==> src/sv/ptt_pkg.sv <==
// Shared types and codes for the periodic task timer table.
// Holds the entry layout, command and result codes, and the result handshake structs.
// No dependencies.
package ptt_pkg;

    localparam int TIME_W   = 48;
    localparam int ID_W     = 16;
    localparam int PERIOD_W = 31;
    localparam int DUE_W    = 32;
    localparam int CMD_W    = 2;
    localparam int KIND_W   = 3;

    localparam logic [CMD_W-1:0] CMD_ADD    = 2'd0;
    localparam logic [CMD_W-1:0] CMD_REMOVE = 2'd1;
    localparam logic [CMD_W-1:0] CMD_TICK   = 2'd2;

    localparam logic [KIND_W-1:0] KIND_ADDED     = 3'd0;
    localparam logic [KIND_W-1:0] KIND_FULL      = 3'd1;
    localparam logic [KIND_W-1:0] KIND_REMOVED   = 3'd2;
    localparam logic [KIND_W-1:0] KIND_NOT_FOUND = 3'd3;
    localparam logic [KIND_W-1:0] KIND_DUE       = 3'd4;

    typedef struct packed {
        logic [ID_W-1:0]     id;
        logic [TIME_W-1:0]   next_time;
        logic [PERIOD_W-1:0] period;
        logic                one_shot;
    } entry_t;

    localparam int ENTRY_W = $bits(entry_t);

    typedef struct packed {
        logic [KIND_W-1:0] kind;
        logic [ID_W-1:0]   entry_id;
        logic [TIME_W-1:0] next_time;
    } res_t;

    // Requests from the sequencer to the result stage.
    typedef struct packed {
        logic rec_valid;   // a due record that may be followed by more
        logic flush;       // end of a tick scan: release the held record as last
        logic fin_valid;   // a single final result
        res_t rec;
        res_t fin;
    } res_req_t;

    typedef struct packed {
        logic rec_ready;
        logic flush_ready;
        logic fin_ready;
    } res_stat_t;

endpackage

==> src/sv/ptt_ram.sv <==
// Generic single-port-write, single-port-read RAM with a registered read.
// Used for the timer entry store. No dependencies.
module ptt_ram #(
    parameter int WIDTH = 8,
    parameter int DEPTH = 16,
    parameter int AW    = (DEPTH > 1) ? $clog2(DEPTH) : 1
) (
    input  logic             clk,
    input  logic             we,
    input  logic [AW-1:0]    waddr,
    input  logic [WIDTH-1:0] wdata,
    input  logic             re,
    input  logic [AW-1:0]    raddr,
    output logic [WIDTH-1:0] rdata
);

    logic [WIDTH-1:0] mem [DEPTH];

    always_ff @(posedge clk)
    begin
        if (we)
        begin
            mem[waddr] <= wdata;
        end
        if (re)
        begin
            rdata <= mem[raddr];
        end
    end

endmodule

==> src/sv/ptt_result.sv <==
// Result stage: one held due record plus the output register.
// Depends on ptt_pkg for the result record and handshake structs.
module ptt_result (
    input  logic                         clk,
    input  logic                         rst_n,
    input  ptt_pkg::res_req_t            req,
    output ptt_pkg::res_stat_t           stat,
    output logic                         out_valid,
    input  logic                         out_ready,
    output logic [ptt_pkg::KIND_W-1:0]   kind,
    output logic [ptt_pkg::ID_W-1:0]     entry_id,
    output logic [ptt_pkg::TIME_W-1:0]   next_time,
    output logic                         last
);
    import ptt_pkg::*;

    logic  out_valid_reg, out_valid_next;
    res_t  out_reg, out_next;
    logic  out_last_reg, out_last_next;
    logic  hold_v_reg, hold_v_next;
    res_t  hold_reg, hold_next;
    logic  out_free;

    // A due record is held back in a register so that the last one of a tick
    // can be marked when the scan ends.
    assign out_free         = !out_valid_reg || out_ready;
    assign stat.rec_ready   = !hold_v_reg || out_free;
    assign stat.flush_ready = !hold_v_reg || out_free;
    assign stat.fin_ready   = out_free;

    always_comb
    begin
        out_valid_next = out_valid_reg && !out_ready;
        out_next       = out_reg;
        out_last_next  = out_last_reg;
        hold_v_next    = hold_v_reg;
        hold_next      = hold_reg;
        if (req.rec_valid && stat.rec_ready)
        begin
            if (hold_v_reg)
            begin
                out_valid_next = 1'b1;
                out_next       = hold_reg;
                out_last_next  = 1'b0;
            end
            hold_v_next = 1'b1;
            hold_next   = req.rec;
        end
        else if (req.flush && hold_v_reg && out_free)
        begin
            out_valid_next = 1'b1;
            out_next       = hold_reg;
            out_last_next  = 1'b1;
            hold_v_next    = 1'b0;
        end
        else if (req.fin_valid && out_free)
        begin
            out_valid_next = 1'b1;
            out_next       = req.fin;
            out_last_next  = 1'b1;
        end
    end

    always_ff @(posedge clk or negedge rst_n)
    begin
        if (!rst_n)
        begin
            out_valid_reg <= 1'b0;
            hold_v_reg    <= 1'b0;
        end
        else
        begin
            out_valid_reg <= out_valid_next;
            hold_v_reg    <= hold_v_next;
        end
    end

    always_ff @(posedge clk)
    begin
        out_reg      <= out_next;
        out_last_reg <= out_last_next;
        hold_reg     <= hold_next;
    end

    assign out_valid = out_valid_reg;
    assign kind      = out_reg.kind;
    assign entry_id  = out_reg.entry_id;
    assign next_time = out_reg.next_time;
    assign last      = out_last_reg;

endmodule

==> src/sv/periodic_task_timer_table.sv <==
// Top level of the periodic task timer table: command sequencer and entry scan.
// Depends on ptt_pkg, ptt_ram and ptt_result.
//
// Usage: commands arrive on the input channel (in_valid/in_ready) and results
// leave on the output channel (out_valid/out_ready); each channel moves one
// transfer when valid and ready are both high. The entries live in one RAM of
// SLOTS words, kept in insertion order.
// An add answers in the cycle after its transfer with "added" or "table full".
// A remove or a tick scans the table once: one entry is read per cycle and
// written back at a compaction pointer, so deleted entries close up in the
// same pass. A remove gives one result at the end of the scan; a tick gives
// one result per due entry, the final one carrying last. A tick with nothing
// due gives none. One command is worked on at a time; in_ready is low during
// a scan. A stalled receiver freezes the scan; one due record is held
// internally so that last can be marked on the final one.
// Reset empties the table, sets the next ID to one and the clock to zero;
// no clearing pass is needed.
module periodic_task_timer_table #(
    parameter int SLOTS = 16
) (
    input  logic                         clk,
    input  logic                         rst_n,
    input  logic                         in_valid,
    output logic                         in_ready,
    input  logic [ptt_pkg::CMD_W-1:0]    cmd,
    input  logic [ptt_pkg::DUE_W-1:0]    due_time,
    input  logic [ptt_pkg::PERIOD_W-1:0] period,
    input  logic                         one_shot,
    input  logic [ptt_pkg::ID_W-1:0]     task_id,
    input  logic [ptt_pkg::TIME_W-1:0]   now_time,
    output logic                         out_valid,
    input  logic                         out_ready,
    output logic [ptt_pkg::KIND_W-1:0]   kind,
    output logic [ptt_pkg::ID_W-1:0]     entry_id,
    output logic [ptt_pkg::TIME_W-1:0]   next_time,
    output logic                         last
);
    import ptt_pkg::*;

    localparam int AW = (SLOTS > 1) ? $clog2(SLOTS) : 1;
    localparam int CW = $clog2(SLOTS + 1);

    typedef enum logic [1:0] {
        ST_IDLE = 2'b01,
        ST_SCAN = 2'b10
    } state_t;

    state_t            state_reg, state_next;
    logic [CMD_W-1:0]  op_reg, op_next;
    logic [CW-1:0]     cnt_reg, cnt_next;
    logic [CW-1:0]     rd_ptr_reg, rd_ptr_next;
    logic [CW-1:0]     wr_ptr_reg, wr_ptr_next;
    logic              pv_reg, pv_next;
    logic              found_reg, found_next;
    logic [ID_W-1:0]   tid_reg, tid_next;
    logic [ID_W-1:0]   next_id_reg, next_id_next;
    logic [TIME_W-1:0] tick_reg, tick_next;

    logic              ram_we;
    logic [AW-1:0]     ram_waddr;
    entry_t            ram_wdata;
    logic              ram_re;
    entry_t            ent;

    res_req_t          req;
    res_stat_t         stat;

    logic              accept;
    logic              is_due;
    logic              is_match;
    logic              keep;
    logic              emit;
    logic              go;
    logic              drained;
    logic [TIME_W-1:0] resched;
    logic [TIME_W-1:0] add_time;
    logic [ID_W-1:0]   id_inc;

    ptt_ram #(
        .WIDTH (ENTRY_W),
        .DEPTH (SLOTS)
    ) u_ram (
        .clk   (clk),
        .we    (ram_we),
        .waddr (ram_waddr),
        .wdata (ram_wdata),
        .re    (ram_re),
        .raddr (rd_ptr_reg[AW-1:0]),
        .rdata (ent)
    );

    ptt_result u_result (
        .clk       (clk),
        .rst_n     (rst_n),
        .req       (req),
        .stat      (stat),
        .out_valid (out_valid),
        .out_ready (out_ready),
        .kind      (kind),
        .entry_id  (entry_id),
        .next_time (next_time),
        .last      (last)
    );

    assign in_ready = (state_reg == ST_IDLE) && stat.fin_ready;
    assign accept   = in_valid && in_ready;

    assign resched  = tick_reg + {{(TIME_W - PERIOD_W){1'b0}}, ent.period};
    assign add_time = tick_reg + {{(TIME_W - DUE_W){1'b0}}, due_time};
    assign id_inc   = next_id_reg + ID_W'(1);

    // Read data entry is processed this cycle if pv_reg is set and not stalled.
    assign is_due   = (op_reg == CMD_TICK) && (ent.next_time <= tick_reg);
    assign is_match = (op_reg == CMD_REMOVE) && !found_reg && (ent.id == tid_reg);
    assign keep     = !(is_match || (is_due && ent.one_shot));
    assign emit     = is_due;
    assign go       = pv_reg && (!emit || stat.rec_ready);
    assign drained  = (state_reg == ST_SCAN) && !pv_reg && (rd_ptr_reg == cnt_reg);
    assign ram_re   = (state_reg == ST_SCAN) && (rd_ptr_reg < cnt_reg) && (!pv_reg || go);

    always_comb
    begin
        state_next   = state_reg;
        op_next      = op_reg;
        cnt_next     = cnt_reg;
        rd_ptr_next  = rd_ptr_reg;
        wr_ptr_next  = wr_ptr_reg;
        pv_next      = pv_reg;
        found_next   = found_reg;
        tid_next     = tid_reg;
        next_id_next = next_id_reg;
        tick_next    = tick_reg;

        ram_we    = 1'b0;
        ram_waddr = wr_ptr_reg[AW-1:0];
        ram_wdata = ent;
        if (is_due)
        begin
            ram_wdata.next_time = resched;
        end

        req           = '0;
        req.rec       = '{kind: KIND_DUE, entry_id: ent.id, next_time: resched};
        req.rec_valid = pv_reg && emit;

        case (state_reg)
            ST_IDLE:
            begin
                if (accept)
                begin
                    case (cmd)
                        CMD_ADD:
                        begin
                            req.fin_valid = 1'b1;
                            if (cnt_reg == CW'(SLOTS))
                            begin
                                req.fin = '{kind: KIND_FULL, entry_id: '0, next_time: '0};
                            end
                            else
                            begin
                                ram_we    = 1'b1;
                                ram_waddr = cnt_reg[AW-1:0];
                                ram_wdata = '{id: next_id_reg, next_time: add_time,
                                              period: period, one_shot: one_shot};
                                req.fin   = '{kind: KIND_ADDED, entry_id: next_id_reg,
                                              next_time: add_time};
                                cnt_next  = cnt_reg + CW'(1);
                                next_id_next = (id_inc == '0) ? ID_W'(1) : id_inc;
                            end
                        end
                        CMD_REMOVE:
                        begin
                            op_next     = cmd;
                            tid_next    = task_id;
                            found_next  = 1'b0;
                            rd_ptr_next = '0;
                            wr_ptr_next = '0;
                            pv_next     = 1'b0;
                            state_next  = ST_SCAN;
                        end
                        CMD_TICK:
                        begin
                            op_next     = cmd;
                            tick_next   = now_time;
                            found_next  = 1'b0;
                            rd_ptr_next = '0;
                            wr_ptr_next = '0;
                            pv_next     = 1'b0;
                            state_next  = ST_SCAN;
                        end
                        default:
                        begin
                            op_next = op_reg;
                        end
                    endcase
                end
            end
            ST_SCAN:
            begin
                if (go)
                begin
                    if (keep)
                    begin
                        ram_we      = 1'b1;
                        wr_ptr_next = wr_ptr_reg + CW'(1);
                    end
                    if (is_match)
                    begin
                        found_next = 1'b1;
                    end
                end
                if (ram_re)
                begin
                    rd_ptr_next = rd_ptr_reg + CW'(1);
                    pv_next     = 1'b1;
                end
                else if (go)
                begin
                    pv_next = 1'b0;
                end
                if (drained)
                begin
                    if (op_reg == CMD_REMOVE)
                    begin
                        req.fin_valid = 1'b1;
                        if (found_reg)
                        begin
                            req.fin = '{kind: KIND_REMOVED, entry_id: tid_reg,
                                        next_time: '0};
                        end
                        else
                        begin
                            req.fin = '{kind: KIND_NOT_FOUND, entry_id: '0,
                                        next_time: '0};
                        end
                        if (stat.fin_ready)
                        begin
                            cnt_next   = wr_ptr_reg;
                            state_next = ST_IDLE;
                        end
                    end
                    else
                    begin
                        req.flush = 1'b1;
                        if (stat.flush_ready)
                        begin
                            cnt_next   = wr_ptr_reg;
                            state_next = ST_IDLE;
                        end
                    end
                end
            end
            default:
            begin
                state_next = ST_IDLE;
            end
        endcase
    end

    always_ff @(posedge clk or negedge rst_n)
    begin
        if (!rst_n)
        begin
            state_reg   <= ST_IDLE;
            op_reg      <= CMD_ADD;
            cnt_reg     <= '0;
            rd_ptr_reg  <= '0;
            wr_ptr_reg  <= '0;
            pv_reg      <= 1'b0;
            found_reg   <= 1'b0;
            next_id_reg <= ID_W'(1);
            tick_reg    <= '0;
        end
        else
        begin
            state_reg   <= state_next;
            op_reg      <= op_next;
            cnt_reg     <= cnt_next;
            rd_ptr_reg  <= rd_ptr_next;
            wr_ptr_reg  <= wr_ptr_next;
            pv_reg      <= pv_next;
            found_reg   <= found_next;
            next_id_reg <= next_id_next;
            tick_reg    <= tick_next;
        end
    end

    always_ff @(posedge clk)
    begin
        tid_reg <= tid_next;
    end

endmodule
==> config.mk <==
export PLATFORM = sky130hd
export DESIGN_NAME = periodic_task_timer_table
export DESIGN_NICKNAME = d
export VERILOG_FILES = /design/src/sv/ptt_pkg.sv /design/src/sv/ptt_ram.sv /design/src/sv/ptt_result.sv /design/src/sv/periodic_task_timer_table.sv
export SDC_FILE = /design/constraint.sdc
export NUM_CORES = 2
export LEC_CHECK = 0
export BUFFER_PORTS_ARGS = -buffer_cell sky130_fd_sc_hd__buf_2
export CORE_UTILIZATION = 50
export DETAILED_ROUTE_END_ITERATION = 12
export PLACE_DENSITY = 0.74
export SETUP_SLACK_MARGIN = 0.4
export SYNTH_ARGS = -nofsm -noshare
export SYNTH_HDL_FRONTEND = slang
export SYNTH_SLANG_ARGS = --single-unit
export TNS_END_PERCENT = 100
==> constraint.sdc <==
create_clock -name clk -period 6.7 [get_ports clk]
set_input_delay 0.67 -clock clk [delete_from_list [all_inputs] [get_ports clk]]
set_output_delay 0.67 -clock clk [all_outputs]
set_load 0.02 [all_outputs]
**Yosys cells after proc, flatten, opt, wreduce, memory -nomap -nowiden**

Memory sizes are Yosys's and may differ from the RTL's. A register that Yosys moved wholly into a read port is not among the register bits.
Cells that the tools add are included.

- Flip-flop bits (word level): 235
- Memory bits (writable): 1,536
- Bits of input ports: 134
- Memories kept: 1
- Logic and storage cells: 171
- Output and inout port bits: 70

- Equality and inequality tests: 22
- Order comparisons: 2
- Bitwise gates (word level): 1
- Reductions and logical operators: 45
- Muxes and demuxes: 76
- Add/sub/neg operators: 6

Memory list:

| name | depth | width | read ports | clocked after Yosys merged registers in | wr ports | line | RTL |
|---|---|---|---|---|---|---|---|
| u_ram.mem | 16 | 96 | 1 | 1 | 1 | ptt_ram.sv:17 | `logic [WIDTH-1:0] mem [DEPTH];` |

Operators with widths:

| operator | number |
|---|---|
| two-way mux 96 bit | 4 |
| two-way mux 67 bit | 4 |
| two-way mux 65 bit | 4 |
| two-way mux 66 bit | 2 |
| one-hot mux 66 bit (2 select lines) | 1 |
| two-way mux 5 bit | 12 |
| adder 48 x 31 -> 48 bit | 1 |
| adder 48 x 32 -> 48 bit | 1 |
| <= comparator 48 bit | 1 |
| two-way mux 48 bit | 1 |
| one-hot mux 5 bit (2 select lines) | 3 |
| two-way mux 1 bit | 28 |
| logical AND 1 bit | 17 |
| adder 16 x 1 -> 16 bit, second input constant | 1 |
| == test 16 bit | 1 |
| zero test 16 bit | 1 |
| two-way mux 16 bit | 1 |
| two-way mux 4 bit | 4 |
| != test 2 bit, second input constant | 8 |
| adder 5 x 1 -> 5 bit, second input constant | 3 |
| AND reduction 5 bit | 3 |
| two-way mux 2 bit | 7 |
| AND reduction 4 bit | 3 |
| AND reduction 3 bit | 3 |
| other kinds (19) | 38 |

**Longest topological paths before layout**

- Depth in word-level cells: 10
- Mapped depth: 14
- Mapped depth without buffers: 13

**Modules after synthesis**

Synthesis repeated with hierarchy kept, for this count alone.

- Cell total of the unflattened synthesis: 4,231
- Area, all modules: 77,289.1 um2

By module, submodules not included:

| module | cells each | sequential area each (um2) | area each (um2) | instances |
|---|---|---|---|---|
| ptt_ram | 2,460 | 49,007.0 | 60,316.6 | 1 |
| periodic_task_timer_table | 1,544 | 2,610.0 | 11,959.0 | 1 |
| ptt_result | 227 | 4,103.9 | 5,013.6 | 1 |

**Least setup slack after synthesis**

Ideal clock, no wire load.

- Kind: flip-flop to flip-flop
- Start point: register tick_reg[37]
- End point: memory u_ram.mem[12][0] (netlist name) (enable)
- Period minus slack after synthesis: 7.331 ns
- Arrival time: 6.769 ns
- Cell stages (with the launch flop): 14
- Setup slack: -0.631 ns
- Path buffers: 1
- Library setup time: 0.561 ns
- Required time: 6.139 ns
- Path through: dfrtp_1 > clkbuf_1 > inv_1 > ha_1 > nand4_1 > nor4_2 > nand2_1 > nor2_1 > a22oi_2 > nand2_2 > o2111ai_1 > a21oi_1 > a21boi_1 > nor2b_1

- Word-level cells in the longest chain between the ends: 9
- Elaborated cells on any way between the ends: 12
- Those cells by class: 1 x order compare; 5 x mux; 6 x reduce/logical

Ends and longest elaborated chain:

| item | line | RTL |
|---|---|---|
| from (decl) | periodic_task_timer_table.sv:57 | `logic [TIME_W-1:0] tick_reg, tick_next;` |
| from (signal assigned) | periodic_task_timer_table.sv:284 | `tick_reg <= tick_next;` |
| <= comparator 48 bit (*) | periodic_task_timer_table.sv:113 | `assign is_due = (op_reg == CMD_TICK) && (ent.next_time <= tick_reg);` |
| logical AND 1 bit (*) | periodic_task_timer_table.sv:113 |  |
| logical AND 1 bit / zero test 1 bit (equally long branches) | periodic_task_timer_table.sv:115, periodic_task_timer_table.sv:117 |  |
| logical OR 1 bit (on tied branches) | periodic_task_timer_table.sv:115, periodic_task_timer_table.sv:117 |  |
| two-way mux 1 bit / logical AND 1 bit (equally long branches) | periodic_task_timer_table.sv:202, periodic_task_timer_table.sv:117 |  |
| two-way mux 1 bit (*) | periodic_task_timer_table.sv:200 | `if (go)` |
| one-hot mux 1 bit (2 select lines) (*) | periodic_task_timer_table.sv:146 | `case (state_reg)` |
| two-way mux 1 bit (*) | ptt_ram.sv:21 | `if (we)` |
| two-way mux 1 bit (not written as such) (*) | ptt_ram.sv:23 | `mem[waddr] <= wdata;` |
| to (decl) | ptt_ram.sv:17 |  |

Mark *: on every way between the ends. The rest lies on a longest branch, timed or not.

**Final worst setup path**

- Start point: register tick_reg[31]
- End point: memory u_ram.mem[14][56] (netlist name) (enable)

Same word-level chain as after synthesis.

==> results_dict.tcl <==
set metrics [dict create \
    synth_edf_count 1780 \
    synth_common_cells "edfxtp_1, mux4_2, nand2_1" \
    leakage_nw 24.06 \
    core_sq_um 152400 \
    largest_reg_flops 1536 \
    ir_drop_uv 284.2 \
    maxSlewHeadroom_pct 13.75 \
    ys_seq_area_share_pct 72.24 \
    fin_area_sq_um 86830 \
    finish.utilization_pct 56.96 \
    cts_made_buffers 177 \
    fin_skew_ns 0.06453 \
    die-area_sq_um 155600 \
    clk_pin_slew_worst_paths_ns 0.07 \
    port-buffer-count 203 \
    clock_path_buffers 3 \
    p_sw_share_pct 19.96 \
    drive_gt1_share_pct 25.84 \
    grt_use_total_pct 25.16 \
    num_io_pins 204 \
    grt_max_degree 109 \
    cts_tree "yes" \
    place_ws_ns 0.9932 \
    power_frac_comb_pct 0.6 \
    syn_avg_cell_area_sq_um 19.06 \
    path_class "flop to flop" \
    synthesis.instances 4040 \
    tightest_slew_ns 1.258 \
    final_cells 6522 \
    synth_most_common_cell "edfxtp_1" \
    setup_violations 0 \
    status "complete, no violations" \
    drt-initial-drc-count 4958 \
    vias_per_cell 6.290 \
    cts-root-buf "clkbuf_16" \
    power_density_nw_per_um2 262.5 \
    ant_nets 0 \
    period_needed_ns 5.732 \
    clock-sinks 1867 \
    critPathLaunchType "flop" \
    dr.pass1.iters 6 \
    p_switching_mw 4.550 \
    drv_cap 0 \
    grt_pass1_vias 41560 \
    setup_slack_ns 0.9685 \
    cp.arrival_ns 6.14 \
    grt-ovfl-total 0 \
    start_util_pct 50.51 \
    drc 0 \
    timing.final.hold_violations 0 \
    post_cts_resized 0 \
    fin_crit_sh_pct 85.54 \
    p_seq_share_pct 55.2 \
    tns_ns 0 \
    drv_slew 0 \
    async_reset_ff_share_pct 4.660 \
    yosysUniqueCellTypes 93 \
    syn_nets 4302 \
    synthTopCellsByArea "edfxtp_1, mux4_2, dfrtp_1, ha_1, nand2_1" \
    yosysTopAreaCell "edfxtp_1" \
    n_fill_cell 11090 \
    rows 143 \
    synth-seq-cells 1867 \
    rsz0062_at_grt "false" \
    die_h_um 394.4 \
    die_w_um 394.4 \
    grt_pass1_wl_mm 284.2 \
    h-tree-depth 4 \
    antenna_found_initial 4 \
    routed_wl_mm 195.2 \
    cp_max_fo 52 \
    max_freq_mhz 174.5 \
    syn-cell-area_sq_um 77010 \
    power.internal_mw 18.25 \
    worstHoldPathType "input port to flop" \
    vias 41030 \
    placed_cells 6176 \
    fin_nets 4601 \
    required_ns 7.11 \
    total_power_mw 22.80 \
    ys.flop_type "edfxtp_1" \
    endpoint_kind "flop" \
    yosys_warnings 0 \
    synth_top_cell_area_share_pct 69.41 \
    fin_hold_ws_ns 0.08291 \
    area_growth_pct 12.76 \
    insertion_delay_ns 0.84 \
    dpl-instance-area_sq_um 80840 \
    power.share.clock_pct 44.2 \
    gp_congestion 0.9075 \
    wl_per_cell_um 29.93 \
    hpwl_mm 112.8 \
]
worst paths after layout:
path | start | end | slack, ns | cells after the start
min in group asynchronous | rst_n | tick_reg[3] | 0.44 | 2
worst min register to register | u_result.hold_reg[26] | u_result.next_time[26] | 0.49 | 2
worst max-delay path | tick_reg[31] | u_ram.mem[14][56] | 0.97 | 14
worst min-delay path | now_time[8] | tick_reg[8] | 0.08 | 2
max in group asynchronous | rst_n | rd_ptr_reg[2] | 4.96 | 3
worst max register to register | tick_reg[31] | u_ram.mem[14][56] | 0.97 | 14
cell type report:
type                    count  area, sq um  area share [%]
clock inverters           110         1200           1.382
well taps                2030         2540           2.925
inverters                  84        319.1          0.3674
clock buffers             220         4652           5.357
diodes                      2        5.005        0.005764
repair buffers            310         2057           2.369
flip-flops and latches   1867        55650           64.08
multi-input cells        1899        20420           23.51
per-layer routing:
| layer | part of all wire, % | up-vias | GRT usage, % |
|---|---|---|---|
| met5 | 0.0067 | - | 0 |
| met4 | 2.8 | 2 | 7.849 |
| met3 | 8.7 | 294 | 4.492 |
| met2 | 49 | 2253 | 41.11 |
| met1 | 39 | 21470 | 34.66 |
| li1 | - | 17010 | - |
layout by cell type (no fill, tap or decap), types with 11 or more instances in the layout:
cell / n
nor3_1: 26
a21o_1: 28
buf_12: 16
clkbuf_16: 178
a31oi_1: 13
nand2_1: 327
xnor2_1: 80
nand3_1: 48
nor2_1: 100
clkbuf_1: 38
xor2_1: 42
and3_1: 16
a21oi_1: 89
mux4_2: 480
clkinv_1: 42
edfxtp_1: 1780
bufinv_16: 16
dfrtp_1: 81
inv_1: 79
buf_2: 202
o21ai_0: 120
o211ai_1: 16
mux2i_1: 15
nand4_1: 30
dlygate4sd3_1: 14
buf_4: 78
nand2b_1: 16
clkinv_2: 30
mux2_2: 73
a22oi_1: 13
ha_1: 126
o31ai_1: 32
o21a_1: 16
nor2b_1: 11
worst max-delay path, cell delays in order, from the launching register on:
cell	delay [ns]
dfrtp_1	0.47
inv_1	0.17
ha_1	0.34
nand4_1	0.18
nor4_1	0.98
nand2_1	0.11
nor2_1	0.15
a22oi_2	0.14
nand2_2	0.23
o2111ai_1	0.13
a21oi_1	0.24
buf_4	0.21
a21boi_1	0.30
and2_4	0.91
buf_4	0.72
what timing repair did:
action	CTS	global route
hold buffers	14	0
hold endpoints to repair	55	0
buffers inserted	0	0
kinds of logic after synthesis:
family / Yosys count / share of synthesized area, %
flops: 1867 / 72.24
simple gates: 639 / 3.732
mux: 569 / 15.32
compound gates: 441 / 3.854
buf+inv: 274 / 1.368
fa+ha+maj: 128 / 2.099
xor+xnor: 122 / 1.388
power groups by stage:
| stage | logic (mW) | registers, mW | clock network, mW |
|---|---|---|---|
| 2_1_floorplan | 0.0350 | 12.8 | 0 |
| 3_5_place_dp | 0.131 | 12.8 | 0 |
| 4_1_cts | 0.138 | 12.6 | 10.2 |
| 3_3_place_gp | 0.131 | 12.8 | 0 |
| 6_report | 0.138 | 12.6 | 10.1 |
| 5_1_grt | 0.147 | 12.6 | 10.6 |
Note: power is estimated with default switching activity, not from simulation.
